==> src/dlmb_pkg.sv <==
// ----------------------------------------------------------------------------
// dlmb_pkg - shared types and constants
// register indexes, field widths and the bounding box result word
// ----------------------------------------------------------------------------
package dlmb_pkg;

  localparam int POS_W   = 12;
  localparam int DIM_W   = 13;
  localparam int DIMX_W  = 14;
  localparam int MM_W    = 16;
  localparam int MAX_DIM = 4096;

  typedef enum logic [7:0] {
    REG_NEAR   = 8'd0,
    REG_FAR    = 8'd1,
    REG_WIDTH  = 8'd2,
    REG_HEIGHT = 8'd3
  } reg_idx_t;

  typedef struct packed {
    logic             frame_end;
    logic             empty;
    logic [POS_W-1:0] x;
    logic [POS_W-1:0] y;
    logic [DIM_W-1:0] w;
    logic [DIM_W-1:0] h;
  } box_t;

endpackage

==> src/dlmb_cell.sv <==
// ----------------------------------------------------------------------------
// dlmb_cell - one restoring division cell
// tries the divisor shifted by SH against the partial remainder, sets one bit
// ----------------------------------------------------------------------------
module dlmb_cell #(
  parameter int W  = 58,
  parameter int SH = 0
) (
  input  logic                             clk,
  input  logic                             rst_n,
  input  logic                             in_v,
  input  logic [dlmb_pkg::MM_W-1:0]        in_q,
  input  logic [W-1:0]                     in_rem,
  input  logic [W-1:0]                     in_den,
  output logic                             out_v,
  output logic [dlmb_pkg::MM_W-1:0]        out_q,
  output logic [W-1:0]                     out_rem,
  output logic [W-1:0]                     out_den
);

  logic [W-1:0] trial;
  logic         fits;
  logic [dlmb_pkg::MM_W-1:0] q_nxt;
  logic [W-1:0] rem_nxt;

  assign trial = in_den << SH;
  assign fits  = in_rem >= trial;

  always_comb begin
    q_nxt   = in_q;
    rem_nxt = in_rem;
    if (fits) begin
      q_nxt[SH] = 1'b1;
      rem_nxt   = in_rem - trial;
    end
  end

  always_ff @(posedge clk) begin
    if (!rst_n) begin
      out_v <= 1'b0;
    end else begin
      out_v <= in_v;
    end
    out_q   <= q_nxt;
    out_rem <= rem_nxt;
    out_den <= in_den;
  end

endmodule

==> config.mk <==
export PLATFORM = sky130hd
export DESIGN_NAME = dlmb_cell
export DESIGN_NICKNAME = d
export VERILOG_FILES = /design/src/dlmb_pkg.sv /design/src/dlmb_cell.sv
export SDC_FILE = /design/constraint.sdc
export NUM_CORES = 1
export LEC_CHECK = 0
export BUFFER_PORTS_ARGS = -buffer_cell sky130_fd_sc_hd__buf_2
export CAP_MARGIN = 20
export CORE_UTILIZATION = 40
export DETAILED_ROUTE_END_ITERATION = 6
export GPL_TIMING_DRIVEN = 0
export PLACE_DENSITY = 0.74
export SETUP_SLACK_MARGIN = 0.1
export SYNTH_ARGS = -nofsm -noshare
export SYNTH_HDL_FRONTEND = slang
export SYNTH_SLANG_ARGS = --single-unit
export TNS_END_PERCENT = 30
==> constraint.sdc <==
create_clock -name clk -period 3.9 [get_ports clk]
set_clock_uncertainty 0.2 [all_clocks]
set_input_delay 0.585 -clock clk [delete_from_list [all_inputs] [get_ports clk]]
set_output_delay 0.585 -clock clk [all_outputs]
set_load 0.01 [all_outputs]
==> results_dict.tcl <==
set metrics [dict create \
    status "finished, final reports clean" \
    root_buffer "clkbuf_16" \
    clock_path_buffers 2 \
    synth_most_common_cell "dfxtp_1" \
    gp_congestion 0.917 \
    numCtsBuffers 17 \
    vias 7056 \
    endpoint_kind "register" \
    synth_seq_area_share 0.384 \
    drc_errors 0 \
    max-cap-violations 0 \
    fmax_mhz 270 \
    synth_area_per_cell_um2 8.32 \
    synth_top_area_frac 0.384 \
    core.rowCount 47 \
    wl_per_cell_um 15.2 \
    setup_viol 0 \
    num-nets-final 1323 \
    start_util 0.414 \
    hold_violations 0 \
    synthArstFlopShare 0 \
    drive_gt1_frac 0.302 \
    dp_slack_ns -0.827 \
    synthFlopType "dfxtp_1" \
    clk_pin_slew_ns 0.07 \
    fin_tns_setup_ns 0 \
    worst-path-max-fanout 10 \
    hp-class "in -> reg" \
    ios 268 \
    drv_slew 0 \
    dp_hpwl_mm 16.6 \
    yosys_warnings 0 \
    required_ns 4.00 \
    route.met3.wl_mm 1.50 \
    multi_input_area_um2 3920 \
    syn_nets 1028 \
    dr.max_layer_used "met4" \
    path_class "in -> reg" \
    routed_wl_mm 20.8 \
    wl_met2_mm 10.1 \
    ys_types 62 \
    rsz0062_at_grt "yes" \
    netlist_area_um2 6940 \
    ctsHoldBuffers 0 \
    clock_sinks 133 \
    powerDensity_nw_per_um2 462 \
    slew_headroom 0.586 \
    ctsHtreeMaxLevel 4 \
    portBuffers 267 \
    area.sequential_um2 2660 \
    ys_top_cells_by_area "dfxtp_1 (38%), ha_1 (10%), o21ai_0 (6.4%)" \
    leakagePower_nw 4.62 \
    fin_crit_sh 0.948 \
    die_h_um 134 \
    antenna_found_initial 1 \
    whs_ns 0.0636 \
    ir_drop_mv 0.288 \
    fin_ws_ns 0.201 \
    cts_tree "yes" \
    grt_pass1_vias 6756 \
    grt_use_total 0.228 \
    grt_max_degree 17 \
    dieArea_um2 17900 \
    synth_edf_count 0 \
    synth-seq-cells 133 \
    drt_iter0_drc 466 \
    fill_cells 1565 \
    grt_pass1_wl_mm 32.2 \
    cp.arrival_ns 3.80 \
    layout-area-overhead-vs-synth_pct 34.5 \
    grt_remaining_overflow 0 \
    synth_cells 834 \
    ant_nets 0 \
    finalCriticalPeriod_ns 3.70 \
    synth_common_cells "dfxtp_1 (133), nand2_1 (109), o21ai_0 (89)" \
    wirelength_met1_mm 8.75 \
    coreArea_um2 16800 \
    worstMarginPinSlew_ns 0.615 \
    dieWidth_um 134 \
    worst_setup_path_start_kind "input port" \
    yosysTopAreaCell "dfxtp_1" \
    dr.pass1.iters 7 \
    via_per_inst 5.17 \
]
## critical path, cell delays in order
cell and delay (ns):
buf_2 0.09, inv_1 0.04, ha_1 0.26, buf_2 0.16, nand2_1 0.12, or4_4 0.56
or4_1 0.59, o31ai_2 0.21, o21ai_1 0.08, nand2b_1 0.11, o22a_2 0.21, nand2_4 0.08
buf_8 0.15, buf_12 0.15, o41ai_2 0.40
## registers in the layout, indices dropped and copies added (netlist names)
name / flops
out_den: 58
out_rem: 58
out_q: 16
out_v: 1
## what timing repair did
action                                  4_1_cts  5_1_grt
pin swaps                                     5        6
endpoints found under the setup margin       58       55
setup buffers                                 3        6
resized for setup                             9       16
## path summary, 6_finish.rpt
path | from | to | slack [ns] | cells after the start
max | in_den[10] | out_rem[52] | 0.20 | 15
min | in_q[15] | out_q[15] | 0.06 | 1
## final cells by class
cell class	count	share of cell area
Clock inverter	14	0.0177
Clock buffer	18	0.0471
Timing Repair Buffer	276	0.152
Tap cell	220	0.0295
Antenna cell	2	0.000536
Multi-Input combinational cell	594	0.420
Buffer	33	0.0182
Sequential cell	133	0.285
Inverter	74	0.0298
## stage by stage
step | utilization | cells | total power, mW | instance area [µm²]
after global placement | 0.510 | 1321 | 2.63 | 8550
after global routing | 0.556 | 1363 | 4.52 | 9330
after detailed placement | 0.510 | 1321 | 2.64 | 8550
final | 0.557 | 1364 | 4.31 | 9330
after CTS | 0.551 | 1356 | 4.32 | 9240
after floorplan | - | 834 | 2.24 | 6940
## routing by layer
layer | global-route usage | up-vias
li1 | - | 3510
met1 | 0.264 | 3199
met2 | 0.410 | 314
met3 | 0.0529 | 33
met4 | 0.0745 | 0
met5 | 0 | -
## power breakdown
part           internal [mW]  switching, mW
Clock                  0.977          0.673
Combinational          0.467          0.663
Sequential              1.50         0.0311
## cell usage in the layout, fill, tap and decap left out, types with 5 or more instances in the layout
| cell | instances |
|---|---|
| nand2_1 | 109 |
| o21a_1 | 6 |
| o211ai_1 | 5 |
| xor2_1 | 27 |
| o21bai_1 | 14 |
| dfxtp_1 | 133 |
| o31ai_1 | 5 |
| nor3_1 | 5 |
| buf_2 | 275 |
| nor2_1 | 33 |
| a31oi_1 | 6 |
| xnor2_1 | 27 |
| ha_1 | 58 |
| nand2b_1 | 5 |
| o21ai_0 | 87 |
| clkbuf_1 | 18 |
| inv_1 | 74 |
| a21oi_1 | 88 |
| nand4_1 | 17 |
| clkbuf_16 | 17 |
| a21o_1 | 17 |
| nand3_1 | 11 |
| buf_4 | 8 |
## cells by family after synthesis
group | count (synthesis) | share of synthesized area
AND/OR/NAND/NOR | 208 | 0.136
AO/OA/AOI/OAI | 269 | 0.236
buffers and inverters | 107 | 0.0615
flip-flops | 133 | 0.384
XOR/XNOR | 54 | 0.0682
multiplexers | 4 | 0.00631
adder cells (fa/ha/maj) | 59 | 0.108
No activity file was read; power rests on OpenSTA's default activity.
