===== src/dlmb_pkg.sv =====
// ----------------------------------------------------------------------------
// dlmb_pkg - shared types and constants
// register indexes, field widths and the bounding box result word
// ----------------------------------------------------------------------------
package dlmb_pkg;

  localparam int POS_W   = 12;
  localparam int DIM_W   = 13;
  localparam int DIMX_W  = 14;
  localparam int MM_W    = 16;
  localparam int MAX_DIM = 4096;

  typedef enum logic [7:0] {
    REG_NEAR   = 8'd0,
    REG_FAR    = 8'd1,
    REG_WIDTH  = 8'd2,
    REG_HEIGHT = 8'd3
  } reg_idx_t;

  typedef struct packed {
    logic             frame_end;
    logic             empty;
    logic [POS_W-1:0] x;
    logic [POS_W-1:0] y;
    logic [DIM_W-1:0] w;
    logic [DIM_W-1:0] h;
  } box_t;

endpackage


===== src/dlmb_box.sv =====
// ----------------------------------------------------------------------------
// dlmb_box - raster position and bounding box tracker
// advances one pixel per step and reports the grown box at frame end
// ----------------------------------------------------------------------------
module dlmb_box (
  input  logic                        clk,
  input  logic                        rst_n,
  input  logic                        step,
  input  logic                        mask,
  input  logic [dlmb_pkg::DIMX_W-1:0] dim_w,
  input  logic [dlmb_pkg::DIMX_W-1:0] dim_h,
  output dlmb_pkg::box_t              box
);

  localparam int PW = dlmb_pkg::POS_W;
  localparam int DW = dlmb_pkg::DIMX_W;

  logic [PW-1:0] col_r, row_r, min_c_r, max_c_r, min_r_r, max_r_r;
  logic          any_r;
  logic [PW-1:0] min_c, max_c, min_r, max_r;
  logic          any_m, last_col, fend;
  logic [DW-1:0] cs, cl, rs, rl;

  function automatic logic [2*DW-1:0] grow(logic [PW-1:0] lo, logic [PW-1:0] hi,
                                          logic [DW-1:0] dim);
    logic [DW-1:0] a, b;
    a = (lo == '0) ? '0 : DW'(lo) - DW'(1);
    b = DW'(hi) + DW'(1);
    if (b > dim - DW'(1)) b = dim - DW'(1);
    if (a > b) a = b;
    return {a, b - a + DW'(1)};
  endfunction

  always_comb begin
    min_c = min_c_r; max_c = max_c_r; min_r = min_r_r; max_r = max_r_r;
    any_m = any_r;
    if (mask) begin
      if (col_r < min_c_r) min_c = col_r;
      if (col_r > max_c_r) max_c = col_r;
      if (row_r < min_r_r) min_r = row_r;
      if (row_r > max_r_r) max_r = row_r;
      any_m = 1'b1;
    end
    last_col = DW'(col_r) >= dim_w - DW'(1);
    fend     = last_col && (DW'(row_r) >= dim_h - DW'(1));
    {cs, cl} = grow(min_c, max_c, dim_w);
    {rs, rl} = grow(min_r, max_r, dim_h);
    box = '0;
    box.frame_end = fend;
    if (fend) begin
      if (any_m) begin
        box.x = cs[PW-1:0];
        box.y = rs[PW-1:0];
        box.w = cl[dlmb_pkg::DIM_W-1:0];
        box.h = rl[dlmb_pkg::DIM_W-1:0];
      end else begin
        box.empty = 1'b1;
      end
    end
  end

  always_ff @(posedge clk) begin
    if (!rst_n) begin
      col_r <= '0; row_r <= '0;
      min_c_r <= '1; max_c_r <= '0; min_r_r <= '1; max_r_r <= '0;
      any_r <= 1'b0;
    end else if (step) begin
      if (fend) begin
        col_r <= '0; row_r <= '0;
        min_c_r <= '1; max_c_r <= '0; min_r_r <= '1; max_r_r <= '0;
        any_r <= 1'b0;
      end else begin
        min_c_r <= min_c; max_c_r <= max_c; min_r_r <= min_r; max_r_r <= max_r;
        any_r <= any_m;
        if (last_col) begin
          col_r <= '0;
          row_r <= row_r + PW'(1);
        end else begin
          col_r <= col_r + PW'(1);
        end
      end
    end
  end

endmodule

===== config.mk =====
export PLATFORM = sky130hd
export DESIGN_NAME = dlmb_box
export DESIGN_NICKNAME = d
export VERILOG_FILES = /design/src/dlmb_pkg.sv /design/src/dlmb_box.sv
export SDC_FILE = /design/constraint.sdc
export NUM_CORES = 1
export LEC_CHECK = 0
export BUFFER_PORTS_ARGS = -buffer_cell sky130_fd_sc_hd__buf_2
export CORE_UTILIZATION = 55
export DETAILED_ROUTE_END_ITERATION = 10
export GPL_ROUTABILITY_DRIVEN = 0
export PLACE_DENSITY = 0.74
export SLEW_MARGIN = 20
export SYNTH_ARGS = -nofsm -noshare
export SYNTH_HDL_FRONTEND = slang
export SYNTH_SLANG_ARGS = --single-unit
export TNS_END_PERCENT = 30

===== constraint.sdc =====
create_clock -name clk -period 13.45 [get_ports clk]
set_input_delay 2.69 -clock clk [delete_from_list [all_inputs] [get_ports clk]]
set_output_delay 2.69 -clock clk [all_outputs]
set_load 0.05 [all_outputs]

==> impl_metrics.sql <==
INSERT INTO impl_metrics (metric_group, metric, value, unit) VALUES
('worst_setup_path', 'cp-end-kind', 'primary output', ''),
('layout', 'final_cell_mix', 'ha_1 (177), nor2_1 (130), nand2_1 (117)', ''),
('yosys', 'syn_area_per_cell', '7.65', 'um2'),
('global_routing', 'grt_first_pass_wirelength', '50.1', 'mm'),
('worst_setup_path', 'r2r-start', 'row_r[2]', ''),
('worst_setup_path', 'worstSetupStartpointType', 'input pin', ''),
('routing', 'drt_iter0_drc', '817', ''),
('layout', 'most_frequent_standard_cell_in_the_layout_excluding_fill_and_tap_cells', 'ha_1', ''),
('clock_tree', 'ctsLongestPathBuffers', '2', ''),
('hold_path', 'worst_hold_path.endpoint', 'any_r', ''),
('die', 'fp.dieH', '145', 'um'),
('routing', 'route.antenna.remaining_nets', '0', ''),
('global_routing', 'grt_util_all_layers', '0.303', ''),
('sta', 'skew', '4.79', 'ps'),
('routing', 'route.final.wire_length', '31.2', 'mm'),
('worst_setup_path', 'crit_type', 'input pin to primary output', ''),
('worst_setup_path', 'critical_path_required', '10760', 'ps'),
('layout', 'num-fill-cells', '1750', ''),
('layout', 'insertedDiodeCount', '0', ''),
('global_routing', 'antenna_violations_before_repair', '0', ''),
('place', 'hpwl', '23.8', 'mm'),
('layout', 'final_nets', '1753', ''),
('worst_setup_path', 'critPathTopFamily', 'compound AO/OA/AOI/OAI gates', ''),
('pwr', 'power.share.sequential', '0.310', ''),
('layout', 'flow.area_growth_from_synthesis', '10.5', '%'),
('sta', 'finalCritPeriodShare', '0.968', ''),
('pwr', 'p_per_area', '60.3', 'nW/um2'),
('status', 'outcome', 'completed', ''),
('sta', 'setup-violations-final', '0', ''),
('sta', 'timing.slew.headroom', '0.367', ''),
('sta', 'tns', '0', 'ps'),
('yosys', 'synthArstFlopShare', '0', ''),
('yosys', 'synth-warning-count', '0', ''),
('worst_setup_path', 'critPathSlowestCell', 'a2111o_1', ''),
('routing', 'drc_errors', '0', ''),
('hold_path', 'hp-start', 'any_r', ''),
('clock_tree', 'worstSkewPairLatency', '350', 'ps'),
('hold_path', 'whs_path_depth', '2', ''),
('hold_path', 'worstHoldPathType', 'flop to flop', ''),
('sta', 'report.final.slew_viol_count', '0', ''),
('die', 'boundaryPins', '84', ''),
('pwr', 'totalPowerFinal', '0.746', 'mW'),
('routing', 'vias_per_cell', '6.02', ''),
('global_routing', 'first_global_vias', '9922', ''),
('place', 'place.port_buffers', '83', ''),
('yosys', 'synthCells', '1465', ''),
('die', 'floorplan.die_area', '20900', 'um2'),
('die', 'core', '19700', 'um2'),
('pwr', 'comb_power_share', '0.328', ''),
('clock_tree', 'clk_pin_slew', '60', 'ps'),
('clock_tree', 'htree_num_levels', '3', ''),
('worst_setup_path', 'worst_r2r_path_depth', '10', ''),
('routing', 'detailroute.via_count', '10900', ''),
('yosys', 'seq_area_frac_synth', '0.130', ''),
('die', 'core.rowCount', '51', ''),
('place', 'postPlaceCellArea', '11900', 'um2'),
('sta', 'layout_setup_ws', '426', 'ps'),
('layout', 'final_layout_size_suffix_gt1_frac', '0.146', ''),
('yosys', 'flops_latches_synth', '73', ''),
('worst_setup_path', 'critPathArrivalTime', '10330', 'ps'),
('pwr', 'vdd.ir_drop.worst', '0.0460', 'mV'),
('job', 'drv_cap', '0', ''),
('worst_setup_path', 'cp.buffers_inverters', '4', ''),
('yosys', 'post_synth_instance_area', '11200', 'um2'),
('clock_tree', 'cts-root-buf', 'clkbuf_16', ''),
('worst_setup_path', 'largest_fanout_of_any_net_on_the_critical_path', '7', ''),
('pwr', 'power.switching', '0.254', 'mW'),
('worst_setup_path', 'r2r-end', 'min_c_r[11]', ''),
('worst_setup_path', 'critical_path.most_common_cell', 'ha_1', ''),
('die', 'die_width', '145', 'um'),
('die', 'start_util', '0.568', '');
## synth_stat cells (all sizes together), types with 9 or more instances
master | count | area [um2]
a211oi | 21 | 188
a21boi | 33 | 251
a21o | 34 | 259
a21oi | 71 | 363
a32oi | 20 | 175
and2 | 33 | 206
and3 | 19 | 119
buf | 34 | 210
clkbuf | 34 | 129
dfxtp | 73 | 1460
ha | 178 | 2230
inv | 117 | 439
mux2 | 16 | 180
mux2i | 64 | 678
nand2 | 120 | 455
nand2b | 16 | 100
nand3 | 53 | 265
nand4 | 30 | 188
nor2 | 134 | 510
nor2b | 16 | 100
nor3 | 60 | 325
nor4 | 12 | 145
o211ai | 9 | 67.6
o21a | 9 | 67.6
o21ai | 49 | 249
or3 | 10 | 62.6
xnor2 | 77 | 689
xor2 | 32 | 288
## tightest hold or removal path: cells and delay by family, from the launching register on
family | cells | cell delay [ps]
AO/OA/AOI/OAI | 1 | 40
AND/OR/NAND/NOR | 1 | 70
flip-flops | 1 | 330
## cell type report
cell class                 count  area (um2)  area share
clock buffer                   9         225      0.0182
clock inverter                 7         103     0.00829
inverter                     117         439      0.0355
multi-input combinational   1211        9050       0.731
sequential                    73        1460       0.118
tap                          265         332      0.0268
timing repair buffer         129         768      0.0621
## layer usage
metal | track usage | part of all wire | up-vias
met5 | 0 | 0 | -
met4 | 0.0947 | 0.022 | 0
met3 | 0.0451 | 0.074 | 57
met2 | 0.471 | 0.44 | 397
met1 | 0.428 | 0.47 | 5079
li1 | - | - | 5375
## logic make-up (layout without fill, tap and decap cells)
logic type,Yosys count,after routing,share of synthesized area
multiplexers,80,80,0.0766
other,2,6,0.000670
XOR/XNOR,109,109,0.0872
buffers and inverters,185,262,0.0695
AO/OA/AOI/OAI,298,298,0.185
flip-flops,73,73,0.130
adder cells (fa/ha/maj),180,180,0.202
AND/OR/NAND/NOR,538,538,0.248
## registers in the layout (all words and copies together) (netlist names)
register,cells
col_r,12
max_c_r,12
min_c_r,12
row_r,12
max_r_r,12
min_r_r,12
any_r,1
## worst max path at each step
stage / to / slack [ps] / start
after floorplan: box[11] / 340 / mask
after global placement: box[25] / 200 / mask
after detailed placement: box[25] / 10 / mask
after CTS: box[25] / 130 / mask
after global routing: box[25] / -110 / mask
final: box[25] / 430 / mask
## power groups by stage
stage / registers [mW] / clock network (mW) / logic [mW]
floorplan: 0.233 / 0 / 0.179
global placement: 0.235 / 0 / 0.230
detailed placement: 0.236 / 0 / 0.234
CTS: 0.231 / 0.273 / 0.236
global route: 0.232 / 0.282 / 0.274
finish: 0.231 / 0.271 / 0.244
## repair_timing
item,CTS,global route
hold buffers,0,0
setup endpoints to repair,1,10
resized for setup,2,23
setup buffers,0,8
pin swaps,0,8
Power figures use the tool's default switching activity.
